--- src/hw/rtl/swm_pkg.sv ---
// shared types and codes for the sliding window median unit
`timescale 1ns / 1ps

package swm_pkg;

  // broadcast from the top level to every cell of the sorted chain
  typedef struct packed {
    logic step;   // a sample transfer updates the chain this cycle
    logic fresh;  // start of sequence: held samples are ignored
    logic full;   // window full: the oldest sample leaves
    logic clear;  // window size written: chain is emptied
  } swm_ctrl_t;

  localparam int unsigned WinSizeBits = 7;
  localparam logic [WinSizeBits-1:0] WinSizeReset = 7'd3;

endpackage

--- src/hw/rtl/swm_cell.sv ---
// one cell of the sorted chain: value, age and valid flag of one held sample
`timescale 1ns / 1ps

module swm_cell import swm_pkg::*; #(
  parameter int unsigned SAMPLE_BITS = 32,
  parameter int unsigned AGE_W       = 6
) (
  input  logic                          clk_i,
  input  logic                          rst_ni,
  input  swm_ctrl_t                     ctrl_i,
  input  logic signed [SAMPLE_BITS-1:0] sample_i,
  input  logic [AGE_W-1:0]              oldest_age_i,
  // from the lower neighbor
  input  logic                          rm_below_i,
  input  logic                          left_inq_i,
  input  logic signed [SAMPLE_BITS-1:0] left_lp_val_i,
  input  logic [AGE_W-1:0]              left_lp_age_i,
  input  logic                          left_lp_vld_i,
  // from the upper neighbor
  input  logic signed [SAMPLE_BITS-1:0] right_val_i,
  input  logic [AGE_W-1:0]              right_age_i,
  input  logic                          right_vld_i,
  input  logic                          right_le_i,
  // to the neighbors
  output logic                          rm_below_o,
  output logic                          inq_o,
  output logic signed [SAMPLE_BITS-1:0] lp_val_o,
  output logic [AGE_W-1:0]              lp_age_o,
  output logic                          lp_vld_o,
  output logic signed [SAMPLE_BITS-1:0] val_o,
  output logic [AGE_W-1:0]              age_o,
  output logic                          vld_o,
  output logic                          le_o,
  output logic                          vld_q_o
);

  logic signed [SAMPLE_BITS-1:0] val_q, val_d;
  logic [AGE_W-1:0]              age_q, age_d;
  logic                          vld_q, vld_d;
  logic                          vld_eff;
  logic                          rm;
  logic                          below;
  logic                          lp_le;

  assign vld_eff = vld_q & ~ctrl_i.fresh;
  assign rm      = ctrl_i.full & vld_eff & (age_q == oldest_age_i);

  // removal point is at or below this cell once the flag is set
  assign rm_below_o = rm_below_i | rm;
  assign below      = ~rm_below_o;

  assign le_o  = vld_eff & ~(val_q > sample_i);
  assign val_o = val_q;
  assign age_o = age_q;
  assign vld_o = vld_eff;
  assign vld_q_o = vld_q;

  // contents after removal of the oldest sample
  assign lp_val_o = below ? val_q   : right_val_i;
  assign lp_age_o = below ? age_q   : right_age_i;
  assign lp_vld_o = below ? vld_eff : right_vld_i;
  assign lp_le    = below ? le_o    : right_le_i;
  assign inq_o    = lp_le;

  always_comb begin
    val_d = val_q;
    age_d = age_q;
    vld_d = vld_q;
    if (ctrl_i.clear) begin
      vld_d = 1'b0;
    end else if (ctrl_i.step) begin
      if (inq_o) begin
        val_d = lp_val_o;
        age_d = lp_age_o + AGE_W'(1);
        vld_d = 1'b1;
      end else if (left_inq_i) begin
        val_d = sample_i;
        age_d = '0;
        vld_d = 1'b1;
      end else begin
        val_d = left_lp_val_i;
        age_d = left_lp_age_i + AGE_W'(1);
        vld_d = left_lp_vld_i;
      end
    end
  end

  always_ff @(posedge clk_i or negedge rst_ni) begin
    if (!rst_ni) begin
      vld_q <= 1'b0;
    end else begin
      vld_q <= vld_d;
    end
  end

  always_ff @(posedge clk_i) begin
    val_q <= val_d;
    age_q <= age_d;
  end

endmodule

--- config.mk ---
export PLATFORM = sky130hd
export DESIGN_NAME = swm_cell
export DESIGN_NICKNAME = d
export VERILOG_FILES = /design/src/hw/rtl/swm_pkg.sv /design/src/hw/rtl/swm_cell.sv
export SDC_FILE = /design/constraint.sdc
export NUM_CORES = 1
export LEC_CHECK = 0
export BUFFER_PORTS_ARGS = -buffer_cell sky130_fd_sc_hd__buf_2
export CORE_MARGIN = 4
export CORE_UTILIZATION = 41
export DETAILED_ROUTE_END_ITERATION = 8
export PLACE_DENSITY = 0.84
export SETUP_SLACK_MARGIN = 0.2
export SYNTH_ARGS = -nofsm -noshare
export SYNTH_HDL_FRONTEND = slang
export SYNTH_SLANG_ARGS = --single-unit
--- constraint.sdc ---
create_clock -name clk_i -period 4.2 [get_ports clk_i]
set_clock_uncertainty 0.2 [all_clocks]
set_input_delay 1.26 -clock clk_i [delete_from_list [all_inputs] [get_ports clk_i]]
set_output_delay 1.26 -clock clk_i [all_outputs]
set_load 0.1 [all_outputs]
==> results of run 1 <==
[worst paths after layout]
check | from | end
min in group clk_i | vld_q_o | vld_q_o
hold reg to reg | vld_q_o | vld_q_o
hold / removal | rst_ni | vld_q_o
setup / recovery | sample_i[26] | inq_o
max in group asynchronous | rst_ni | vld_q_o
setup reg to reg | age_o[2] | age_o[4]
[where the power goes]
part	switching, uW	leakage [uW]	internal (uW)
Clock	146	0.0000412	116
Sequential	26.8	0.000368	461
Combinational	661	0.00293	446
Total	834	0.00334	1020
[logic make-up after synthesis]
group / synth area share
flip-flops: 0.312
AND/OR/NAND/NOR: 0.104
AO/OA/AOI/OAI: 0.104
multiplexers: 0.266
adder cells (fa/ha/maj): 0.114
XOR/XNOR: 0.0352
buffers and inverters: 0.0650
[metal layers]
layer  track usage  vias up  part of all wire
met1         0.272     1902              0.36
li1              -     1890                 -
met4        0.0767        0             0.026
met2         0.500      166              0.56
met3        0.0510       35             0.055
met5             0        -                 0
[state kept, by name (all words and copies together), names as in the netlist]
signal   cells
vld_q_o      1
age_o        6
val_o       32
[per-stage QoR]
| stage | instance area, sq um | util | power (uW) | worst slack, ps | cells |
|---|---|---|---|---|---|
| final | 6910 | 0.785 | 1860 | -361 | 754 |
| after floorplan | 4130 | - | 1180 | -192 | 370 |
| after CTS | 6760 | 0.767 | 1830 | -381 | 743 |
| after global routing | 6910 | 0.785 | 1930 | -473 | 754 |
| after detailed placement | 6130 | 0.697 | 1510 | -521 | 710 |
| after global placement | 6130 | 0.697 | 1480 | -417 | 710 |
[cells in the final DEF, fill, tap and decap left out, drive strengths merged, types with 2 or more instances in the layout]
cell / instances
xor2: 5
nor3: 2
o211ai: 2
o21ai: 5
nor2b: 2
nand2: 11
ha: 34
a21oi: 46
nand3: 11
nor2: 43
inv: 37
clkbuf: 6
clkinvlp: 2
nor4: 2
xnor2: 10
buf: 284
and3: 2
mux2: 75
edfxtp: 38
nand4: 9
[cell type report]
| class | count | share of cell area |
|---|---|---|
| Clock inverter | 2 | 0.00181 |
| Multi-Input combinational cell | 276 | 0.414 |
| Sequential cell | 39 | 0.169 |
| Inverter | 38 | 0.0262 |
| Antenna cell | 1 | 0.000362 |
| Clock buffer | 6 | 0.0105 |
| Timing Repair Buffer | 284 | 0.358 |
| Tap cell | 108 | 0.0196 |
[worst max-delay path, cell delays in order]
cell	delay (ps)
buf_2	90
inv_2	40
ha_4	260
nand4_1	200
buf_4	200
nor3_1	210
a211oi_2	120
buf_4	170
buf_4	130
a31o_4	240
buf_12	170
[what timing repair did]
item / in CTS / in global routing
buffers inserted: 21 / 10
setup endpoints to repair: 80 / 64
pin swaps: 20 / 9
resized for setup: 51 / 17
cloned: 4 / 0
==> results.tsv, run 1 <==
metric	value	unit
grt_pass1_wl	20900	microns
fin_nets	803	
rows	34	
synth_seq_cells	39	
io_buffer_count	206	
p_leak	0.00334	uW
initialDrtViolationCount	81	
clock-sinks	39	
area_growth	85.1	%
setup_viol_count_final	42	
wire_per_inst	18.9	microns
relSlewSlack	0.582	
drt_pre_antenna_iters	4	
dieWidth	103	microns
viasPerCell	5.30	
place.gp.congestion	0.856	
layout.area.seq	1170	sq um
fin_tns_setup	-3990	ps
core-area	8810	sq um
grtUsageTotal	0.255	
maxCapViolCount	0	
antenna_found_initial	1	
drc	0	
die_h	103	microns
period_needed	4560	ps
max_freq	219	MHz
layout-drive-gt1-share	0.664	
outcome	finished, violations left	
die_area	10700	sq um
critical_path_arrival	3100	ps
cp-start-kind	input port	
synth_common_cells	46 x a21oi_1, 43 x nor2_1, 38 x edfxtp_1, 38 x inv_1, 38 x mux2_2	
rsz0062_at_grt	yes	
grt_pass1_vias	4176	
syn_inst	370	
worstPathMaxFanout	3	
cts.path.max_buffers	2	
rr_worst_depth	14	
yosysTopAreaCellShare	0.306	
syn_area	3730	sq um
ant_nets	0	
synthArstFlopShare	0.0256	
fin_hold_ws	521	ps
setup_ws	-361	ps
synth_top_area_cell	edfxtp_1	
dpl.hpwl	10200	microns
ys_seq_area_frac	0.312	
clockRootBuffer	clkbuf_8	
worst_pin_slew	627	ps
hold_violations	0	
fillCellCount	536	
drv_slew	0	
synth-edff-count	38	
start_util	0.424	
critPathRequiredTime	2740	ps
power_density	269	nW/um^2
synth.distinct_cells	40	
wl	14300	microns
htreeDepth	2	
clkLatencyLatePin	300	ps
ys.flop_type	edfxtp_1	
worstSetupEndpointType	output pin	
hp-class	in -> async	
grt_overflow	0	
clkTransAtPathRegs	80	ps
grt_max_degree	40	
syn_avg_cell_area	10.1	sq um
r2r_setup_slack	740	ps
yosysMostFrequentCell	a21oi_1	
violations	negative setup slack	
ys_top_cells_by_area	edfxtp_1 31%, mux2_4 15%, mux2_2 11%, ha_1 11%, a21oi_1 6.2%	
min_period_over_period	1.09	
crit_type	in -> out	
cts_tree	yes	
io_pins	207	
vias	3993	
multi_input_area	2860	sq um
numCtsBuffers	5	
cts_hold_buf	0	
peakVddDrop	144	uV
yosys_warnings	0	
syn_nets	529	
No activity file was read; power rests on OpenSTA's default activity.
==> inputs of run 2 (changes only) <==
--- a/config.mk
+++ b/config.mk
@@ -11,6 +11,7 @@
 export DETAILED_ROUTE_END_ITERATION = 8
 export PLACE_DENSITY = 0.84
 export SETUP_SLACK_MARGIN = 0.2
+export SKIP_CTS_REPAIR_TIMING = 1
 export SYNTH_ARGS = -nofsm -noshare
 export SYNTH_HDL_FRONTEND = slang
 export SYNTH_SLANG_ARGS = --single-unit
==> run 2 against run 1 <==
The run still ends with negative setup slack left. Non-clock buffer count decreased by 11. Core utilization decreased by 2.5 points. Register-to-register slack improved by 80 ps. Worst setup slack got worse by 58 ps. Sequential cell count unchanged. First-iteration DRC count decreased by 35%. Largest cell class unchanged.
==> results.tsv, run 2 (synthesis results as in run 1) <==
metric	value	unit	change
hold_violations	0		unchanged
rows	34		unchanged
viasPerCell	5.27		-0.53%
die_area	10700	sq um	unchanged
clockRootBuffer	clkbuf_8		
antenna_found_initial	1		unchanged
power_switching	818	uW	-2.0%
start_util	0.424		unchanged
vias	3919		-1.9%
period_needed	4620	ps	+58.3 ps
cp-start-kind	input port		
core-area	8810	sq um	unchanged
power_density	272	nW/um^2	+1.2%
worst_pin_slew	626	ps	-1.63 ps
place.gp.congestion	0.856		unchanged
ant_nets	0		unchanged
dpl.hpwl	10200	microns	unchanged
maxCapViolCount	0		unchanged
setup_ws	-419	ps	-58.3 ps
grt_overflow	0		unchanged
clkTransAtPathRegs	80	ps	about the same
cts_tree	yes		
final_util	0.760		-0.0251
post-place-ws	-521	ps	unchanged
drc	0		unchanged
p_sw_frac	0.449		about the same
fin_hold_ws	519	ps	-1.54 ps
crit_type	in -> out		
wl	13600	microns	-4.4%
fin_nets	793		-1.2%
internal_power	1000	uW	-2.1%
fin_area	6690	sq um	-3.2%
worstPathMaxFanout	3		unchanged
outcome	finished, violations left		
hp-class	reg -> reg		
die_h	103	microns	unchanged
layout-drive-gt1-share	0.652		-0.0116
rsz0062_at_grt	yes		
area_growth	79.2	%	
initialDrtViolationCount	53		-35%
grt_max_degree	40		unchanged
grt_pass1_wl	18800	microns	-10%
setup_viol_count_final	39		-7.1%
drv_slew	0		unchanged
final_cell_mix	161 x buf_2, 69 x mux2_4, 57 x buf_4		
io_pins	207		unchanged
clkLatencyLatePin	290	ps	about the same
critical_path_arrival	3160	ps	+60 ps
dieWidth	103	microns	unchanged
max_freq	217	MHz	-1.3%
min_period_over_period	1.10		+0.0139
relSlewSlack	0.583		+0.00109
p_leak	0.00324	uW	-2.8%
clock-sinks	39		unchanged
p_clk_frac	0.142		about the same
htreeDepth	2		unchanged
grt_pass1_vias	3884		-7.0%
numCtsBuffers	5		unchanged
worstSetupEndpointType	output pin		
power_frac_seq	0.268		+0.005
place_area	6130	sq um	unchanged
drt_pre_antenna_iters	4		unchanged
layout_commonest_cell	buf_2		
io_buffer_count	206		unchanged
critPathRequiredTime	2740	ps	about the same
pwr-share-comb	0.591		-0.005
violations	negative setup slack		
cts.path.max_buffers	2		unchanged
wire_per_inst	18.3	microns	-3.1%
peakVddDrop	141	uV	-2.0%
grtUsageTotal	0.225		-0.0303
largest_reg_flops	32		unchanged
==> run 2: changes by cell type in the layout (fill, tap and decap cells not counted), moves of 3 or more <==
cell	change
buf_6	-9
buf_4	-4
clkbuf_16	+3
buf_2	+5
buf_16	-4
==> run 2: path summary, 6_finish.rpt <==
kind	startpoint	end	slack, ps	depth (start not counted)
worst max-delay path	sample_i[21]	inq_o	-420	11
max in group asynchronous	rst_ni	vld_q_o	3190	1
worst min register to register	vld_q_o	vld_q_o	520	3
worst max register to register	age_o[2]	age_o[4]	820	13
worst min-delay path	vld_q_o	vld_q_o	520	3
min in group asynchronous	rst_ni	vld_q_o	530	1
==> run 2: per-layer routing <==
metal  GRT usage  up-vias  part of all wire
met5           0        -                 0
met4      0.0548        0             0.027
met3      0.0483       31             0.057
met2       0.438      163              0.55
met1       0.245     1862              0.37
li1            -     1863                 -
==> run 2: area by class of cell <==
| class | instances | area [sq um] |
|---|---|---|
| timing repair buffer | 273 | 2300 |
| inverter | 38 | 186 |
| antenna | 1 | 2.50 |
| sequential | 39 | 1170 |
| tap | 108 | 135 |
| multi-input combinational | 276 | 2810 |
| clock buffer | 6 | 72.6 |
| clock inverter | 2 | 12.5 |
| fill | 572 | 2120 |
| timing repair inverter | 1 | 8.76 |
==> run 2: worst max-delay path, stage by stage <==
cell      delay (ps)
buf_2            110
inv_2             80
ha_4             200
a21oi_1          160
o21ai_2           90
a221o_1          330
a211oi_2         260
buf_4            190
o31ai_2           70
a31o_4           240
buf_12           170
==> run 2: stage by stage <==
stage                     std cells  total power (uW)  TNS, ps
after global placement          710              1480    -8390
after detailed placement        710              1510   -12860
final                           744              1820    -5240
after floorplan                 370              1180     -401
after CTS                       718              1770    -2720
after global routing            744              1900    -7240
==> run 2: power by group through the flow <==
stage | logic [uW] | registers (uW) | clock network [uW]
after floorplan | 537 | 645 | 0
after global placement | 989 | 493 | 0
after detailed placement | 1010 | 494 | 0
after CTS | 1020 | 486 | 265
after global routing | 1120 | 490 | 285
final | 1080 | 487 | 258
==> inputs of run 3 (changes only) <==
--- a/config.mk
+++ b/config.mk
@@ -6,10 +6,12 @@
 export NUM_CORES = 1
 export LEC_CHECK = 0
 export BUFFER_PORTS_ARGS = -buffer_cell sky130_fd_sc_hd__buf_2
+export CELL_PAD_IN_SITES_DETAIL_PLACEMENT = 1
+export CELL_PAD_IN_SITES_GLOBAL_PLACEMENT = 1
 export CORE_MARGIN = 4
-export CORE_UTILIZATION = 41
+export CORE_UTILIZATION = 30
 export DETAILED_ROUTE_END_ITERATION = 8
-export PLACE_DENSITY = 0.84
+export PLACE_DENSITY = 0.85
 export SETUP_SLACK_MARGIN = 0.2
 export SKIP_CTS_REPAIR_TIMING = 1
 export SYNTH_ARGS = -nofsm -noshare
==> run 3 against run 2 <==
The run still ends with negative setup slack left. Combinational power hardly changed. Sequential share of layout area is 0.31 points lower. Clock-buffer cell count is 1 lower. Core utilization fell by 20 points. Sequential cell count did not move. Register-to-register slack is essentially flat. Critical path depth up 1. Worst setup slack worse by 36 ps. Sequential power about the same. Via count increased by 1.3%. Highest routed layer unchanged.
==> results.tsv, run 3 (synthesis results as in run 1) <==
metric	value	unit	change
p_sw_frac	0.433		-0.0161
cts.path.max_buffers	2		unchanged
wire_per_inst	20.3	microns	+11%
core-area	12100	sq um	+38%
worst_path_largest_cell_delay	340	ps	about the same
crit_type	in -> out		
vias	3971		+1.3%
diodes	0		-1
peakVddDrop	145	uV	+2.8%
cp-start-kind	input port		
worst_pin_slew	556	ps	-69.5 ps
fin_hold_ws	542	ps	+22.4 ps
viasPerCell	4.99		-5.3%
power_frac_seq	0.252		-0.016
p_clk_frac	0.188		+0.046
power_density	286	nW/um^2	+5.0%
io_pins	207		unchanged
grt_pass1_vias	4403		+13%
final_cell_mix	156 x buf_2, 70 x mux2_4, 53 x buf_4		
outcome	finished, violations left		
place_area	6150	sq um	+0.24%
fin_nets	787		-0.76%
clock-sinks	39		unchanged
grt_pass1_wl	22300	microns	+19%
hold_violations	0		unchanged
fin_tns_setup	-4880	ps	+363 ps
pwr-share-comb	0.560		-0.031
largest_reg_flops	32		unchanged
power_switching	843	uW	+3.1%
hp-class	in -> async		
reg2reg_to	val_o[9]		
area_growth	82.5	%	
fin_area	6810	sq um	+1.8%
grt_max_degree	42		+5.0%
clkTransAtPathRegs	60	ps	-20 ps
critical_path_arrival	3200	ps	+40 ps
htreeDepth	2		unchanged
initialDrtViolationCount	166		+210%
die_area	14300	sq um	+34%
io_buffer_count	206		unchanged
max_freq	215	MHz	-0.78%
internal_power	1100	uW	+10%
drc	0		unchanged
final_util	0.563		-0.197
rr_worst_depth	10		-3
period_needed	4660	ps	+36.4 ps
start_util	0.308		-0.116
drv_slew	0		unchanged
die_h	120	microns	+16%
wl	16100	microns	+18%
cp_common_cell	buf_4		
drt_pre_antenna_iters	4		unchanged
place.gp.congestion	0.839		-2.0%
relSlewSlack	0.629		+0.0463
violations	negative setup slack		
power.total	1950	uW	+7.0%
rsz0062_at_grt	yes		
dpl.hpwl	11700	microns	+15%
cts_tree	yes		
layout-drive-gt1-share	0.650		-0.00229
layout_commonest_cell	buf_2		
maxCapViolCount	0		unchanged
numCtsBuffers	5		unchanged
min_period_over_period	1.11		+0.00866
setup_ws	-455	ps	-36.4 ps
p_leak	0.00325	uW	about the same
clockRootBuffer	clkbuf_16		
cp_cell_sequence	buf_6 -> inv_4 -> ha_4 -> nand4_1 -> buf_4 -> nor2_2 -> a221o_1 -> a211oi_4 -> buf_4 -> a31oi_4 -> nor2_4 -> buf_12		
grtUsageTotal	0.192		-0.0331
ant_nets	0		unchanged
worstSetupEndpointType	output pin		
grt_overflow	0		unchanged
slowest_stage	a221o_1		
r2r-start	val_o[24]		
worstPathMaxFanout	4		+1
dieWidth	120	microns	+16%
critPathRequiredTime	2740	ps	about the same
setup_viol_count_final	40		+2.6%
rows	40		+18%
antenna_found_initial	0		-1
r2r_setup_slack	820	ps	about the same
clkLatencyLatePin	280	ps	about the same
[run 3: cell count changes in the layout (fill, tap and decap cells not counted), sizes merged]
cell	before	now
buf	270	265
clkbuf	9	7
diode	1	0
clkinvlp	2	1
clkinv	2	3
[run 3: area by class of cell]
class                           count  area [sq um]
Fill cell                        1354          5300
Sequential cell                    39          1170
Inverter                           38           189
Clock inverter                      2          8.76
Clock buffer                        5           125
Multi-Input combinational cell    276          2840
Timing Repair Buffer              267          2260
Timing Repair inverter              1          8.76
Tap cell                          168           210
[run 3: critical path, delay by kind of cell]
kind,cells,cell delay [ps]
compound gates,3,740
simple gates,3,310
fa+ha+maj,1,210
buf+inv,5,670
[run 3: worst max-delay path by stage]
stage	endpoint	cells past startpoint	slack, ps	from
after floorplan	inq_o	7	-190	ctrl_i[2]
after global placement	le_o	11	-430	sample_i[30]
after detailed placement	le_o	12	-490	sample_i[26]
after CTS	le_o	12	-500	sample_i[26]
after global routing	le_o	12	-520	sample_i[24]
final	le_o	12	-460	sample_i[24]
[run 3: metal layers]
layer	vias up	GRT usage	wire length (microns)
met1	1928	0.197	5770
met5	-	0	0
met4	0	0.0387	490
met2	157	0.386	8910
li1	1857	-	-
met3	29	0.0500	962
[run 3: through the flow]
stage | std cells | setup WS, ps
finish | 796 | -455
global route | 796 | -521
CTS | 769 | -502
detailed placement | 762 | -493
global placement | 762 | -428
floorplan | 370 | -192
[run 3: power by group through the flow]
stage / Sequential, uW / Combinational, uW / Clock (uW)
6_report: 490 / 1090 / 367
5_1_grt: 493 / 1140 / 391
4_1_cts: 488 / 1020 / 376
3_5_place_dp: 496 / 1020 / 0
3_3_place_gp: 494 / 988 / 0
2_1_floorplan: 645 / 537 / 0
